### config.mk
export PLATFORM = sky130hd
export DESIGN_NAME = partial_reliability_stop_and_wait_sender_top
export DESIGN_NICKNAME = d
export VERILOG_FILES = /design/src/hdl/prsw_pkg.sv /design/src/hdl/prsw_core.sv /design/src/hdl/prsw_outreg.sv /design/src/hdl/partial_reliability_stop_and_wait_sender_top.sv
export SDC_FILE = /design/constraint.sdc
export NUM_CORES = 1
export LEC_CHECK = 0
export BUFFER_PORTS_ARGS = -buffer_cell sky130_fd_sc_hd__buf_2
export CORE_ASPECT_RATIO = 2
export CORE_MARGIN = 2
export CORE_UTILIZATION = 56
export DETAILED_ROUTE_END_ITERATION = 8
export PLACE_DENSITY_LB_ADDON = 0.25
export SLEW_MARGIN = 20
export SYNTH_ARGS = -nofsm -noshare
export SYNTH_HDL_FRONTEND = slang
export SYNTH_SLANG_ARGS = --single-unit
### constraint.sdc
create_clock -name aclk -period 3.4 [get_ports aclk]
set_input_delay 0 -clock aclk [delete_from_list [all_inputs] [get_ports aclk]]
set_output_delay 0 -clock aclk [all_outputs]
set_load 0.03 [all_outputs]
### src/hdl/prsw_pkg.sv
`default_nettype none

package prsw_pkg;

    // Default depth of the loss history.
    localparam int HISTORY_LEN_DEF = 5;

    // Register widths.
    localparam int ATTEMPTS_W = 8;
    localparam int LOSSES_W   = 3;
    localparam int LOSSES_MAX = 7;

    // Stream widths.
    localparam int S_TDATA_W  = 8;
    localparam int M_TDATA_W  = 16;
    localparam int CFG_IDX_W  = 8;
    localparam int CFG_DATA_W = 8;

    // Configuration register indexes.
    localparam logic [CFG_IDX_W-1:0] CFG_MAX_ATTEMPTS = 8'd0;
    localparam logic [CFG_IDX_W-1:0] CFG_MAX_LOSSES   = 8'd1;

    // Reset values of the configuration registers.
    localparam logic [ATTEMPTS_W-1:0] MAX_ATTEMPTS_RST = 8'd20;
    localparam logic [LOSSES_W-1:0]   MAX_LOSSES_RST   = 3'd1;

    // Event kinds.
    localparam logic [1:0] REQ_SEND    = 2'd0;
    localparam logic [1:0] REQ_ACK     = 2'd1;
    localparam logic [1:0] REQ_TIMEOUT = 2'd2;

    typedef enum logic [2:0] {
        ACT_IGNORED   = 3'd0,
        ACT_TRANSMIT  = 3'd1,
        ACT_RETRANS   = 3'd2,
        ACT_DELIVERED = 3'd3,
        ACT_ACCEPTED  = 3'd4,
        ACT_GAVEUP    = 3'd5,
        ACT_BUSY      = 3'd6
    } action_t;

    typedef struct packed {
        logic [ATTEMPTS_W-1:0] max_attempts;
        logic [LOSSES_W-1:0]   max_losses;
    } cfg_t;

    typedef struct packed {
        logic [ATTEMPTS_W-1:0] attempts;
        logic [LOSSES_W-1:0]   losses;
        logic                  seq_bit;
        action_t               action;
    } result_t;

endpackage

`default_nettype wire

### src/hdl/prsw_core.sv
`default_nettype none

module prsw_core #(
    parameter int HISTORY_LEN = prsw_pkg::HISTORY_LEN_DEF
) (
    input  wire logic              aclk,
    input  wire logic              aresetn,
    input  wire logic              step,
    input  wire logic [1:0]        req_type,
    input  wire logic              ack_bit,
    input  wire prsw_pkg::cfg_t    cfg,
    output prsw_pkg::result_t      result
);
    import prsw_pkg::*;

    localparam int CW = $clog2(HISTORY_LEN + 1);
    localparam int LW = (CW > LOSSES_W + 1) ? CW : LOSSES_W + 1;

    logic                   expected_reg, expected_next;
    logic                   waiting_reg, waiting_next;
    logic [HISTORY_LEN-1:0] hist_reg, hist_next;
    logic [CW-1:0]          zeros_reg, zeros_next;
    logic [ATTEMPTS_W-1:0]  retry_reg, retry_next;

    logic                   do_shift;
    logic                   shift_bit;
    logic [ATTEMPTS_W:0]    retry_inc;
    logic                   force_retx;
    logic [LW-1:0]          zeros_ext;
    action_t                action;
    logic                   seq;

    assign retry_inc  = {1'b0, retry_reg} + 1'b1;
    assign force_retx = LW'(zeros_reg) > LW'(cfg.max_losses);

    always_comb begin
        expected_next = expected_reg;
        waiting_next  = waiting_reg;
        retry_next    = retry_reg;
        do_shift      = 1'b0;
        shift_bit     = 1'b0;
        action        = ACT_IGNORED;
        seq           = 1'b0;
        case (req_type)
            REQ_SEND: begin
                if (waiting_reg) begin
                    action = ACT_BUSY;
                end else begin
                    seq           = expected_reg;
                    expected_next = ~expected_reg;
                    retry_next    = '0;
                    waiting_next  = 1'b1;
                    action        = ACT_TRANSMIT;
                end
            end
            REQ_ACK: begin
                if (waiting_reg && (ack_bit == expected_reg)) begin
                    do_shift     = 1'b1;
                    shift_bit    = 1'b1;
                    waiting_next = 1'b0;
                    action       = ACT_DELIVERED;
                end
            end
            REQ_TIMEOUT: begin
                if (waiting_reg) begin
                    if (force_retx) begin
                        if (retry_inc >= {1'b0, cfg.max_attempts}) begin
                            retry_next   = retry_inc[ATTEMPTS_W] ? '1
                                                                 : retry_inc[ATTEMPTS_W-1:0];
                            do_shift     = 1'b1;
                            waiting_next = 1'b0;
                            action       = ACT_GAVEUP;
                        end else begin
                            retry_next = retry_inc[ATTEMPTS_W-1:0];
                            seq        = ~expected_reg;
                            action     = ACT_RETRANS;
                        end
                    end else begin
                        do_shift     = 1'b1;
                        waiting_next = 1'b0;
                        action       = ACT_ACCEPTED;
                    end
                end
            end
            default: begin
                action = ACT_IGNORED;
            end
        endcase
    end

    // The zero count follows the history: one bit enters, the oldest leaves.
    always_comb begin
        hist_next  = hist_reg;
        zeros_next = zeros_reg;
        if (do_shift) begin
            hist_next  = {hist_reg[HISTORY_LEN-2:0], shift_bit};
            zeros_next = zeros_reg + CW'(!shift_bit) - CW'(!hist_reg[HISTORY_LEN-1]);
        end
    end

    assign zeros_ext = LW'(zeros_next);

    always_comb begin
        result.action   = action;
        result.seq_bit  = seq;
        result.losses   = (zeros_ext > LW'(LOSSES_MAX)) ? LOSSES_W'(LOSSES_MAX)
                                                        : zeros_ext[LOSSES_W-1:0];
        result.attempts = retry_next;
    end

    always_ff @(posedge aclk) begin
        if (!aresetn) begin
            expected_reg <= 1'b0;
            waiting_reg  <= 1'b0;
            hist_reg     <= '1;
            zeros_reg    <= '0;
            retry_reg    <= '0;
        end else if (step) begin
            expected_reg <= expected_next;
            waiting_reg  <= waiting_next;
            hist_reg     <= hist_next;
            zeros_reg    <= zeros_next;
            retry_reg    <= retry_next;
        end
    end

    // The running zero count always matches the history it summarizes.
    a_zero_count: assert property (@(posedge aclk) disable iff (!aresetn)
        $countones(~hist_reg) == 32'(zeros_reg))
        else $error("zero count out of step with loss history");

    // A transmit leaves a segment in flight with a fresh retry count.
    a_transmit_waits: assert property (@(posedge aclk) disable iff (!aresetn)
        (step && action == ACT_TRANSMIT) |=> (waiting_reg && retry_reg == '0))
        else $error("transmit did not start a wait");

    // The retry count only moves while a segment is outstanding or on a send.
    a_retry_hold: assert property (@(posedge aclk) disable iff (!aresetn)
        (!step || (!waiting_reg && req_type != REQ_SEND)) |=> $stable(retry_reg))
        else $error("retry count changed without cause");

    // Giving up, accepting a loss or a delivery always ends the wait.
    a_end_wait: assert property (@(posedge aclk) disable iff (!aresetn)
        (step && (action == ACT_GAVEUP || action == ACT_ACCEPTED
                  || action == ACT_DELIVERED)) |=> !waiting_reg)
        else $error("segment still in flight after it was closed");

endmodule

`default_nettype wire

### src/hdl/prsw_outreg.sv
`default_nettype none

module prsw_outreg (
    input  wire logic              aclk,
    input  wire logic              aresetn,
    input  wire logic              in_valid,
    output logic                   in_ready,
    input  wire prsw_pkg::result_t in_data,
    output logic                   out_valid,
    input  wire logic              out_ready,
    output prsw_pkg::result_t      out_data
);
    import prsw_pkg::*;

    logic    valid_reg;
    result_t data_reg;

    // A waiting result does not block the next transfer when it leaves now.
    assign in_ready  = !valid_reg || out_ready;
    assign out_valid = valid_reg;
    assign out_data  = data_reg;

    always_ff @(posedge aclk) begin
        if (!aresetn) begin
            valid_reg <= 1'b0;
        end else if (in_valid && in_ready) begin
            valid_reg <= 1'b1;
        end else if (out_ready) begin
            valid_reg <= 1'b0;
        end
    end

    always_ff @(posedge aclk) begin
        if (in_valid && in_ready) begin
            data_reg <= in_data;
        end
    end

endmodule

`default_nettype wire

### src/hdl/partial_reliability_stop_and_wait_sender_top.sv
// A registered result shows on the master side the cycle after its input transfer.
// Throughput: one event per cycle; the link state updates in the accepting cycle.
// The only backpressure is a full result register whose result is not being taken.
// Reset (aresetn low, synchronous): idle, sequence bit 0, history all delivered,
// retry count 0, max_attempts 20, max_losses 1, no result pending.
`default_nettype none

module partial_reliability_stop_and_wait_sender_top #(
    parameter int HISTORY_LEN = prsw_pkg::HISTORY_LEN_DEF
) (
    input  wire logic                              aclk,
    input  wire logic                              aresetn,
    // Event stream.
    input  wire logic                              s_tvalid,
    output logic                                   s_tready,
    // [1:0] req_type, [2] ack_bit, [7:3] zero
    input  wire logic [prsw_pkg::S_TDATA_W-1:0]    s_tdata,
    // Result stream.
    output logic                                   m_tvalid,
    input  wire logic                              m_tready,
    // [2:0] action, [3] seq_bit, [6:4] losses, [14:7] attempts, [15] zero
    output logic [prsw_pkg::M_TDATA_W-1:0]         m_tdata,
    // Configuration writes.
    input  wire logic                              cfg_valid,
    output logic                                   cfg_ready,
    input  wire logic [prsw_pkg::CFG_IDX_W-1:0]    cfg_index,
    input  wire logic [prsw_pkg::CFG_DATA_W-1:0]   cfg_data
);
    import prsw_pkg::*;

    cfg_t    cfg_reg;
    logic    step;
    result_t core_result;
    result_t out_result;

    // Configuration writes are always taken; unknown indexes are dropped.
    assign cfg_ready = 1'b1;

    always_ff @(posedge aclk) begin
        if (!aresetn) begin
            cfg_reg.max_attempts <= MAX_ATTEMPTS_RST;
            cfg_reg.max_losses   <= MAX_LOSSES_RST;
        end else if (cfg_valid) begin
            unique case (cfg_index)
                CFG_MAX_ATTEMPTS: cfg_reg.max_attempts <= cfg_data[ATTEMPTS_W-1:0];
                CFG_MAX_LOSSES:   cfg_reg.max_losses   <= cfg_data[LOSSES_W-1:0];
                default: begin
                end
            endcase
        end
    end

    // The core advances its state on every accepted event transfer.
    assign step = s_tvalid && s_tready;

    prsw_core #(
        .HISTORY_LEN (HISTORY_LEN)
    ) u_core (
        .aclk     (aclk),
        .aresetn  (aresetn),
        .step     (step),
        .req_type (s_tdata[1:0]),
        .ack_bit  (s_tdata[2]),
        .cfg      (cfg_reg),
        .result   (core_result)
    );

    // The result register holds one finished result until the sink takes it.
    prsw_outreg u_outreg (
        .aclk      (aclk),
        .aresetn   (aresetn),
        .in_valid  (s_tvalid),
        .in_ready  (s_tready),
        .in_data   (core_result),
        .out_valid (m_tvalid),
        .out_ready (m_tready),
        .out_data  (out_result)
    );

    assign m_tdata = {1'b0, out_result.attempts, out_result.losses,
                      out_result.seq_bit, out_result.action};

endmodule

`default_nettype wire
# Yosys cells after proc, flatten, opt, wreduce, memory -nomap -nowiden
# Index checks and enable logic that the tools add are counted.
[classes]
n_addsub = 3
magnitude_cmp = 3
eq_ne = 5
muxes = 31
bitwise_logic = 2
reduce_logical = 15
[ops]
columns = ["op", "n"]
rows = [
  ["8-bit 2-to-1 mux", 5],
  ["8-bit one-hot mux with 2 select lines", 1],
  ["1-bit 2-to-1 mux", 15],
  ["3-bit 2-to-1 mux", 5],
  ["8-bit by 1-bit adder with 9-bit output, second input constant", 1],
  ["9-bit by 8-bit greater-or-equal comparator with 1-bit output", 1],
  ["3-bit one-hot mux with 3 select lines", 1],
  ["8-bit by 1-bit equality test with 1-bit output, second input constant", 1],
  ["8-bit zero test", 1],
  ["2-bit AND reduction", 3],
  ["3-bit AND reduction", 2],
  ["1-bit one-hot mux with 2 select lines", 2],
  ["3-bit by 1-bit adder with 3-bit output", 1],
  ["3-bit greater-than comparator", 1],
  ["3-bit greater-than comparator, second input constant", 1],
  ["1-bit zero test", 3],
  ["1-bit one-hot mux with 3 select lines", 1],
  ["3-bit nonzero test", 1],
  ["3-bit by 1-bit subtractor with 3-bit output", 1],
  ["2-bit by 1-bit equality test with 1-bit output, second input constant", 1],
  ["2-bit equality test, second input constant", 1],
  ["1-bit logical AND", 2],
  ["2-bit zero test", 1],
  ["2-bit 2-to-1 mux", 1],
  ["other kinds (5)", 6],
]
[totals]
register_bits = 45
in_bits = 29
wordCells = 71

# Logic depth before layout (Yosys ltp)
# Gate-level depths: netlist (run 1).
[logic_depth]
word_depth = 9
ltp_mapped = 11
mapped_depth_nobuf = 10

# Modules after synthesis
# Synthesis (run 1) repeated with hierarchy kept, for this count alone.
[hier_totals]
cells_unflattened = 296
area_unflattened_um2 = 2710.1
[modules_own_cells]
columns = ["mod", "n_inst", "cells_each", "area_each_um2", "seq_area_each_um2"]
rows = [
  ["prsw_core", 1, 221, 1690.4, 360.3],
  ["partial_reliability_stop_and_wait_sender_top", 1, 55, 511.7, 220.2],
  ["prsw_outreg", 1, 20, 508.0, 470.5],
]

# Least setup slack after synthesis (run 1)
# Ideal clock, no wire load.
[synth_timing]
path_kind = "flip-flop to flip-flop"
start = "reg u_core.retry_reg[0]"
end = "reg u_outreg.data_reg, in the netlist u_outreg.out_data[4] (data pin)"
arrival_ns = 2.648
required_ns = 3.140
slack_ns = 0.492
stages_incl_launch_ff = 11
path_cell_list = "dfxtp_1 ha_1 and3_1 buf_2 nand3_1 xnor2_1 ha_1 and3_1 a2111oi_4 a21oi_1 mux2_2"
[synth_via]
elab_chain_len = 8
[synth_lines]
columns = ["element", "line", "rtl"]
rows = [
  ["start: declaration", "prsw_core.sv:23", "logic [ATTEMPTS_W-1:0] retry_reg, retry_next;"],
  ["start signal: assignment", "prsw_core.sv:123", "retry_reg <= retry_next;"],
  ["8-bit by 1-bit adder with 9-bit output (*)", "prsw_core.sv:33", "assign retry_inc = {1'b0, retry_reg} + 1'b1;"],
  ["9-bit by 8-bit greater-or-equal comparator with 1-bit output (*)", "prsw_core.sv:67", "if (retry_inc >= {1'b0, cfg.max_attempts}) begin"],
  ["1-bit 2-to-1 mux (*)", "prsw_core.sv:67", ""],
  ["1-bit 2-to-1 mux (*)", "prsw_core.sv:66", "if (force_retx) begin"],
  ["1-bit 2-to-1 mux (*)", "prsw_core.sv:65", "if (waiting_reg) begin"],
  ["1-bit one-hot mux with 2 select lines (*)", "prsw_core.sv:44", "case (req_type)"],
  ["3-bit 2-to-1 mux (*)", "prsw_core.sv:95", "if (do_shift) begin"],
  ["3-bit greater-than comparator", "prsw_core.sv:106", "result.losses = (zeros_ext > LW'(LOSSES_MAX)) ? LOSSES_W'(LOSSES_MAX)"],
  ["end signal: assignment", "prsw_outreg.sv:35", "data_reg <= in_data;"],
  ["end: declaration", "prsw_outreg.sv:16", "result_t data_reg;"],
]
# Every way passes the cells marked *; elsewhere a longest branch is shown, timed or not.
# A chain may end at the register's enable or synchronous reset.

# Worst setup path in the final report (run 1)
[layout_timing]
start = "reg u_core.retry_reg[1]"
end = "reg u_core.hist_reg[3]"
[layout_via]
elab_chain_len = 7
[layout_lines]
columns = ["element", "line", "rtl"]
rows = [
  ["8-bit by 1-bit adder with 9-bit output", "prsw_core.sv:33", ""],
  ["9-bit by 8-bit greater-or-equal comparator with 1-bit output", "prsw_core.sv:67", ""],
  ["1-bit 2-to-1 mux", "prsw_core.sv:67", ""],
  ["1-bit 2-to-1 mux", "prsw_core.sv:66", ""],
  ["1-bit 2-to-1 mux", "prsw_core.sv:65", ""],
  ["1-bit one-hot mux with 2 select lines", "prsw_core.sv:44", ""],
  ["2-bit AND reduction (no source line)", "--", ""],
  ["end signal: assignment", "prsw_core.sv:121", "hist_reg <= hist_next;"],
  ["end: declaration", "prsw_core.sv:21", "logic [HISTORY_LEN-1:0] hist_reg, hist_next;"],
]
# Every way passes these cells.

==> flow_metrics.py, run 1 <==
metrics = {
    "status": {
        "status": "finished clean",
    },
    "floorplan": {
        "ios": 48,
        "die_area_mm2": 0.005424,
        "initial_core_util_pct": 58.14,
        "coreArea_mm2": 0.004642,
        "dieHeight_um": 102.2,
        "die_w_um": 53.09,
        "core.rowCount": 35,
    },
    "route": {
        "remaining_drc_errors": 0,
        "drt-wirelength-per-cell_um": 15.93,
        "vias": 2294,
        "dr.pass1.iters": 4,
        "routed_wl_um": 6262,
        "viasPerCell": 5.837,
        "drt_iter0_markers": 71,
        "ant_nets": 0,
    },
    "clocking": {
        "cts_setup_buffers": 0,
        "cts_root_buf": "clkbuf_8",
        "h-tree-depth": 2,
        "clk_pin_slew_ns": 0.09,
        "cts.path.max_buffers": 2,
        "clk_latency_ns": 0.30,
        "cts_made_buffers": 5,
        "cts.sinks": 45,
        "cts_tree": "built",
    },
    "synthesis": {
        "synth.cell_area_mm2": 0.002699,
        "synth-async-reset-ratio_pct": 0,
        "synth_edf_count": 15,
        "synth_fa_ha_area_share_pct": 9.087,
        "synth_area_leader_cell": "dfxtp_1",
        "ys.flop_type": "dfxtp_1",
        "netlist_instances": 288,
        "syn-num-nets": 336,
        "yosysTopAreaCellShare_pct": 22.25,
        "ys_warn_count": 0,
        "ys_ff_latch": 45,
        "ys_seq_area_share_pct": 38.94,
        "synth_mux_area_share_pct": 7.510,
        "synthXorXnorAreaFrac_pct": 3.245,
        "synthTopCellsByArea": "dfxtp_1, edfxtp_1, ha_1",
        "synthTopCellsByCount": "dfxtp_1, nor2_1, inv_1, nand2_1",
        "synth_compound_area_share_pct": 19.52,
        "synth_top_family_by_area": "compound AO/OA/AOI/OAI gates",
        "avgSynthCellArea_um2": 9.371,
        "yosysMostFrequentCell": "dfxtp_1",
        "yosys.area_share.simple_pct": 15.21,
        "synth_cell_types": 58,
    },
    "critical_path": {
        "max_stage_delay_ns": 0.46,
        "critPathBufInv": 1,
        "required_ns": 3.63,
        "crit_path_frequent_cell": "ha_1",
        "worst-setup-path-type": "register to register",
        "cp_slowest_cell": "a211oi_4",
        "startpoint_type": "register",
        "cp-end-kind": "register",
        "cp_top_family": "compound AO/OA/AOI/OAI gates",
        "worst-path-max-fanout": 7,
        "cp.arrival_ns": 3.26,
        "worstPathCellList": "ha_1 -> and3_1 -> nand3_1 -> xnor2_1 -> ha_1 -> nand4_1 -> a21oi_1 -> a2111oi_4 -> buf_4 -> a211oi_4 -> mux2i_1",
    },
    "power_and_ir_drop": {
        "peakVddDrop_mv": 0.2767,
        "power.total_uw": 1143,
        "p_leak_uw": 0.001300,
        "powerDensity_mw_per_mm2": 361.1,
    },
    "timing": {
        "tightest_slew_ns": 0.6926,
        "fin_crit_ns": 3.032,
        "holdWs_ns": 0.007866,
        "finalSetupTns_ns": 0,
        "hold_viol_final": 0,
        "fmax_ghz": 0.3298,
        "rsz0062_at_grt": "no",
        "clock_skew_ns": 0.006400,
        "finalCritPeriodShare_pct": 89.17,
        "setup_viol_count_final": 0,
        "slew_headroom_pct": 53.77,
        "drv_slew": 0,
    },
    "final_layout": {
        "fill_cells": 396,
        "area_growth_pct": 17.29,
        "num-nets-final": 385,
        "multi_input_area_mm2": 0.001480,
        "final-seq-area_mm2": 0.001051,
        "n_antenna_cell": 0,
        "drive_above_1_share_pct": 20.41,
        "largest_reg_flops": 15,
    },
    "global_route": {
        "antenna_found_initial": 0,
        "grt_pass1_wl_um": 10050,
        "grt_usage_pct": 25.41,
        "grt_pass1_vias": 2267,
        "overflow": 0,
        "grt_max_degree": 21,
    },
    "hold_path": {
        "hp-class": "input port to register",
    },
    "placement": {
        "io_buffers": 40,
        "dp_hpwl_um": 4735,
        "gp_congestion": 0.9303,
    },
    "flow_run": {
        "maxCapViolations": 0,
    },
}
-- cell families (layout without fill, tap and decap cells) --
group | after synthesis | count (layout)
simple gates | 85 | 85
flops | 45 | 45
mux | 20 | 20
xor+xnor | 10 | 10
fa+ha+maj | 19 | 19
buf+inv | 39 | 89
other cells | 2 | 2
compound gates | 68 | 68
-- layout by cell type, fill, tap and decap left out, types with 9 or more instances in the layout --
master and instances:
nand3_1 9, inv_1 23, nor2_1 25, dlygate4sd3_1 9, a21oi_1 17, mux2i_1 18, ha_1 18, edfxtp_1 15
buf_2 40, dfxtp_1 30, nand2_1 23, o21ai_0 11
-- path summary, 6_finish.rpt --
| path | start | to | slack, ns | depth (start not counted) |
|---|---|---|---|---|
| max reg2reg | u_core.retry_reg[1]$_SDFFE_PN0P_ | u_core.hist_reg[3]$_SDFFE_PN1P_ | 0.37 | 11 |
| min reg2reg | u_core.zeros_reg[0]$_SDFFE_PN0P_ | u_core.zeros_reg[0]$_SDFFE_PN0P_ | 0.48 | 2 |
| max | u_core.retry_reg[1]$_SDFFE_PN0P_ | u_core.hist_reg[3]$_SDFFE_PN1P_ | 0.37 | 11 |
| min | m_tready | u_outreg.out_valid$_SDFFE_PN0P_ | 0.008 | 3 |
-- tightest hold or removal path: stages --
cell,delay (ns)
buf_2,0.07
nand2b_1,0.12
a21oi_1,0.07
-- layout make-up --
class / count / area share [%]
Tap cell: 55 / 2.174
Inverter: 25 / 2.964
Clock inverter: 2 / 1.107
Sequential cell: 45 / 33.20
Clock buffer: 6 / 2.964
Multi-Input combinational cell: 204 / 46.76
Timing Repair Buffer: 56 / 10.83
-- stage by stage --
stage                     setup WS (ns)  util [%]  std cells  cell area [um2]
final                            0.3681     68.19        393             3166
after global routing             0.1558     68.19        393             3166
after CTS                        0.3545     68.19        393             3166
after detailed placement         0.4138     63.48        376             2947
after global placement           0.4857     63.48        376             2947
after floorplan                  0.4924         -        288             2699
-- metal layers --
metal	up-vias	track usage [%]	share of wire (%)
li1	1129	-	-
met1	1093	25.44	36
met2	58	49.71	58
met3	14	3.801	3.9
met4	0	9.467	2.3
met5	-	0	0
-- repair_timing --
item,in CTS,in global routing
gates resized for setup,0,0
hold buffers,9,0
endpoints found under the setup margin,0,0
endpoints found under the hold margin,12,0
-- report_power, final --
| group | switching, uW | leakage [uW] | internal [uW] |
|---|---|---|---|
| Clock | 185 | 0.0000663 | 262 |
| Combinational | 81.0 | 0.000840 | 43.8 |
| Sequential | 3.96 | 0.000394 | 567 |
| Total | 270 | 0.00130 | 873 |
No activity file was read; power rests on OpenSTA's default activity.
==> run 2, diff against run 1 <==
- REMOVE_ABC_BUFFERS: not set -> 1
- clock period: 3.4 -> 3.15 ns (I/O delays scaled with it)
==> flow_metrics.py, run 2 (same netlist as run 1, synthesis figures left out) <==
metrics = {
    "route": {
        "viasPerCell": 5.742,
        "dr.pass1.iters": 4,
        "drt-wirelength-per-cell_um": 15.67,
        "remaining_drc_errors": 0,
        "vias": 2274,
        "ant_nets": 0,
        "routed_wl_um": 6205,
        "drt_iter0_markers": 46,
    },
    "floorplan": {
        "ios": 48,
        "coreArea_mm2": 0.004642,
        "die_area_mm2": 0.005424,
        "initial_core_util_pct": 58.14,
        "dieHeight_um": 102.2,
        "die_w_um": 53.09,
        "core.rowCount": 35,
    },
    "power_and_ir_drop": {
        "net-switching-power_uw": 285.1,
        "internal-power_uw": 812.2,
        "powerDensity_mw_per_mm2": 349.2,
        "peakVddDrop_mv": 0.3741,
        "sw_frac_of_total_pct": 25.98,
        "p_seq_share_pct": 56.1,
        "p_leak_uw": 0.001294,
        "p_clk_share_pct": 31.7,
        "pwr-share-comb_pct": 12.2,
    },
    "timing": {
        "hold_viol_final": 0,
        "setup_viol_count_final": 0,
        "finalCritPeriodShare_pct": 93.77,
        "tightest_slew_ns": 0.7131,
        "drv_slew": 0,
        "fin_crit_ns": 2.954,
        "clock_skew_ns": 0.007325,
        "rsz0062_at_grt": "no",
        "finalSetupTns_ns": 0,
        "worst_slack_ns": 0.1962,
        "slew_headroom_pct": 52.41,
        "fmax_ghz": 0.3386,
    },
    "final_layout": {
        "mostFrequentLayoutCells": "buf_2, dfxtp_1, nor2_1, nand2_1, inv_1",
        "final_common_cell": "buf_2",
        "num-nets-final": 388,
        "n_antenna_cell": 0,
        "area_growth_pct": 16.41,
        "drive_above_1_share_pct": 20.82,
        "largest_reg_flops": 15,
    },
    "flow_run": {
        "maxCapViolations": 0,
    },
    "global_route": {
        "grt_max_degree": 23,
        "overflow": 0,
        "grt_pass1_vias": 2271,
        "grt_pass1_wl_um": 10090,
        "antenna_found_initial": 0,
        "grt_usage_pct": 25.44,
    },
    "clocking": {
        "cts_resized": 0,
        "cts_setup_buffers": 0,
        "cts.sinks": 45,
        "cts.path.max_buffers": 2,
        "h-tree-depth": 2,
        "clk_latency_ns": 0.30,
        "clk_pin_slew_ns": 0.09,
        "cts_root_buf": "clkbuf_8",
        "cts_made_buffers": 5,
        "cts_tree": "built",
    },
    "critical_path": {
        "critPathBufInv": 1,
        "cp.arrival_ns": 3.01,
        "startpoint_type": "register",
        "cp-end-kind": "register",
        "max_stage_delay_ns": 0.44,
        "cp_top_family": "simple AND/OR/NAND/NOR gates",
        "worstPathCellList": "nand3_1 -> nor2_1 -> xor2_1 -> ha_1 -> and3_1 -> a2111oi_4 -> buf_4 -> a21oi_1 -> o211a_1",
        "critical_path.startpoint": "u_core.retry_reg[1]$_SDFFE_PN0P_",
        "required_ns": 3.20,
        "rrSetupSlack_ns": 0.20,
        "worst-path-max-fanout": 6,
        "r2r-start": "u_core.retry_reg[1]$_SDFFE_PN0P_",
        "cp_slowest_cell": "dfxtp_1",
        "worst-setup-path-type": "register to register",
    },
    "status": {
        "status": "finished clean",
    },
    "hold_path": {
        "min_from": "m_tready",
        "hp-class": "input port to register",
    },
    "placement": {
        "dp_hpwl_um": 4631,
        "io_buffers": 40,
        "place_ws_ns": 0.2752,
        "gp_congestion": 0.8998,
    },
}
run 2: through the flow:
| step | std cells | hold WS (ns) | util, % | total power, uW | area, um2 |
|---|---|---|---|---|---|
| global route | 396 | 0.03018 | 67.68 | 1141 | 3142 |
| floorplan | 274 | 0.06194 | - | 706.2 | 2625 |
| finish | 396 | 0.01299 | 67.68 | 1097 | 3142 |
| CTS | 396 | 0.01781 | 67.68 | 1100 | 3142 |
| detailed placement | 379 | 0.2378 | 63.96 | 754.1 | 2969 |
| global placement | 379 | 0.2231 | 63.96 | 751.5 | 2969 |
run 2: final cells by class:
cell class                      count  area, um2
Clock buffer                        6      72.57
Clock inverter                      2      10.01
Fill cell                         429       1500
Inverter                           25      93.84
Multi-Input combinational cell    204       1480
Sequential cell                    45       1051
Tap cell                           55      68.82
Timing Repair Buffer               59      365.4
run 2: metal layers:
layer	part of all wire (%)	wire length (um)	up-vias	GRT usage, %
met4	3.1	191	0	11.24
met3	3.0	188	15	3.801
met5	0	0	-	0
li1	-	-	1135	-
met2	57	3531	59	48.08
met1	37	2294	1065	26.28
run 2: final timing paths:
kind,to,cells past startpoint
worst max-delay path,u_outreg.out_data[2]$_DFFE_PP_,9
worst min-delay path,u_outreg.out_valid$_SDFFE_PN0P_,3
worst max register to register,u_outreg.out_data[2]$_DFFE_PP_,9
worst min register to register,u_core.zeros_reg[0]$_SDFFE_PN0P_,2
run 2: timing repair:
action | CTS | global route
hold buffers | 9 | 0
setup endpoints to repair | 0 | 0
hold endpoints to repair | 12 | 0
run 2: worst min-delay path: stages:
cell and delay, ns:
buf_2 0.07, nand2b_1 0.12, a21oi_1 0.07
run 2: power groups by stage:
stage,logic (uW),clock network [uW],registers (uW)
2_1_floorplan,51.3,0,655
5_1_grt,146,377,618
3_3_place_gp,122,0,629
4_1_cts,133,350,616
6_report,134,348,616
3_5_place_dp,125,0,630
==> run 3, diff against run 2 <==
- ABC_AREA: not set -> 1
- SYNTH_HIERARCHICAL: not set -> 1
==> flow_metrics.py, run 3 <==
metrics = {
    "clocking": {
        "ctsHoldBuffers": 5,
        "cts_root_buf": "clkbuf_8",
        "cts.sinks": 45,
        "cts_made_buffers": 5,
        "clk_pin_slew_ns": 0.09,
        "clk_latency_ns": 0.30,
        "cts.path.max_buffers": 2,
        "cts_resized": 0,
        "h-tree-depth": 2,
        "cts_tree": "built",
        "cts_setup_buffers": 0,
    },
    "synthesis": {
        "synth_edf_count": 15,
        "yosysMostFrequentCell": "nand2_1",
        "ys.flop_type": "dfxtp_1",
        "synth.cell_area_mm2": 0.002764,
        "ys_seq_area_share_pct": 38.03,
        "ys_warn_count": 6,
        "synthTopCellsByCount": "nand2_1, inv_1, nor2_1",
        "netlist_instances": 378,
        "yosysTopAreaCellShare_pct": 21.73,
        "synth-async-reset-ratio_pct": 0,
        "synthTopCellsByArea": "dfxtp_1, edfxtp_1, nand2_1",
        "synth_area_leader_cell": "dfxtp_1",
        "avgSynthCellArea_um2": 7.312,
        "synth_cell_types": 30,
        "ys_ff_latch": 45,
    },
    "global_route": {
        "overflow": 0,
        "grt_pass1_wl_um": 9273,
        "grt_max_degree": 21,
        "grt_pass1_vias": 2306,
        "grt_usage_pct": 22.54,
        "antenna_found_initial": 0,
    },
    "critical_path": {
        "r2r-start": "u_core/retry_reg[0]$_SDFFE_PN0P_",
        "r2r_cells": 17,
        "worst-setup-path-type": "register to register",
        "critical_path.startpoint": "u_core/retry_reg[0]$_SDFFE_PN0P_",
        "cp_slowest_cell": "dfxtp_1",
        "required_ns": 3.32,
        "startpoint_type": "register",
        "max_stage_delay_ns": 0.47,
        "cp-end-kind": "register",
        "cp.arrival_ns": 2.87,
        "crit_path_frequent_cell": "nand2_1",
        "worstPathCellList": "ha_1 -> nand3_2 -> nor2_1 -> xor2_1 -> ha_1 -> nand2_1 -> nand2_1 -> nand2_1 -> nand3_1 -> nor2_2 -> nand3_2 -> nand2_2 -> nand2_4 -> nand3_4 -> inv_2 -> nand2_1 -> nand3_1",
        "worst-path-max-fanout": 8,
    },
    "final_layout": {
        "area_growth_pct": 13.72,
        "n_antenna_cell": 0,
        "drive_above_1_share_pct": 16.63,
        "largest_reg_flops": 15,
        "layoutNonFillerInstCount": 478,
        "mostFrequentLayoutCells": "nand2_1, inv_1, buf_2, nor2_1, nand3_1",
        "num-nets-final": 468,
        "final_common_cell": "nand2_1",
        "final_area_mm2": 0.003143,
    },
    "placement": {
        "gp_congestion": 0.9925,
        "dpl_cell_area_mm2": 0.002983,
        "dp_cells": 465,
        "dp_hpwl_um": 4303,
        "io_buffers": 40,
        "place_ws_ns": 0.4820,
    },
    "power_and_ir_drop": {
        "p_clk_share_pct": 32.6,
        "net-switching-power_uw": 367.8,
        "powerDensity_mw_per_mm2": 416.9,
        "p_seq_share_pct": 49.6,
        "peakVddDrop_mv": 0.4914,
        "sw_frac_of_total_pct": 28.08,
        "p_leak_uw": 0.001636,
        "internal-power_uw": 942.4,
        "pwr-share-comb_pct": 17.8,
    },
    "floorplan": {
        "ios": 48,
        "coreArea_mm2": 0.004820,
        "initial_core_util_pct": 57.35,
        "dieHeight_um": 103.4,
        "core.rowCount": 36,
        "die_area_mm2": 0.005547,
        "die_w_um": 53.68,
    },
    "status": {
        "status": "finished clean",
    },
    "route": {
        "drt-wirelength-per-cell_um": 11.24,
        "remaining_drc_errors": 0,
        "wl_met2_um": 3048,
        "ant_nets": 0,
        "routed_wl_um": 5375,
        "vias": 2432,
        "viasPerCell": 5.088,
        "top_layer_used": "met4",
        "dr.pass1.iters": 4,
        "wl_met3_um": 190,
        "routedLengthMet1_um": 1984,
        "drt_iter0_markers": 24,
    },
    "timing": {
        "setup_viol_count_final": 0,
        "hold_viol_final": 0,
        "tightest_slew_ns": 0.5769,
        "slew_headroom_pct": 61.50,
        "fmax_ghz": 0.3706,
        "fin_crit_ns": 2.698,
        "clock_skew_ns": 0.01083,
        "holdWs_ns": 0.009719,
        "finalSetupTns_ns": 0,
        "rsz0062_at_grt": "no",
        "drv_slew": 0,
        "worst_slack_ns": 0.4517,
        "finalCritPeriodShare_pct": 85.66,
    },
    "hold_path": {
        "hold_depth": 5,
        "min_from": "cfg_data[6]",
        "hp-class": "input port to register",
    },
    "flow_run": {
        "maxCapViolations": 0,
    },
}
-- run 3: cell types whose count changed in the layout (fill, tap and decap cells not counted), moves of 5 or more --
cell and delta:
nand2_1 +72, nor2_1 +12, inv_1 +44, nand3_1 +22, nand2b_1 -5, nand2_2 +5
mux2i_1 -18, buf_4 -9
-- run 3: per-layer routing --
metal | GRT usage (%) | vias to the layer above
li1 | - | 1270
met2 | 42.21 | 57
met5 | 0 | -
met3 | 4.741 | 11
met1 | 22.01 | 1094
met4 | 11.05 | 0
-- run 3: cell type report --
class	instances	area, um2
multi-input cells	252	1390
fillers	453	1677
repair buffers	46	257.7
clock buffers	5	68.82
clock inverters	3	41.29
flip-flops and latches	45	1051
well taps	57	71.32
inverters	70	262.8
-- run 3: cells by family after synthesis --
family                     synth area share [%]
AOI/OAI and AO/OA                         8.330
xor gates and xnor gates                  1.901
adders and majority gates                 8.873
buffers and inverters                     11.68
DFF                                       38.03
other                                    0.2717
and+or+nand+nor                           30.92
-- run 3: path summary, 6_finish.rpt --
kind                                      to  slack (ns)
min                  cfg_reg[9]$_SDFFE_PN0P_        0.01
max reg2reg  u_core/hist_reg[1]$_SDFFE_PN1P_        0.45
min reg2reg  u_core/hist_reg[3]$_SDFFE_PN1P_        0.47
max          u_core/hist_reg[1]$_SDFFE_PN1P_        0.45
-- run 3: power groups by stage --
| stage | clock network (uW) | registers (uW) | logic, uW |
|---|---|---|---|
| after floorplan | 0 | 691 | 133 |
| after global placement | 0 | 662 | 223 |
| after detailed placement | 0 | 663 | 229 |
| after CTS | 441 | 650 | 235 |
| after global routing | 460 | 655 | 265 |
| final | 427 | 650 | 233 |
-- run 3: worst max-delay path, delay by kind of cell, from the launching register on --
family                     cells  cell delay, ns
DFF                            1            0.47
adders and majority gates      2            0.54
buffers and inverters          1            0.07
xor gates and xnor gates       1            0.21
and+or+nand+nor               13            1.24
-- run 3: stage by stage --
step	power (uW)	util (%)
2_1_floorplan	823.9	-
3_3_place_gp	884.8	61.89
3_5_place_dp	891.8	61.89
4_1_cts	1326	65.21
5_1_grt	1380	65.21
6_report	1310	65.21
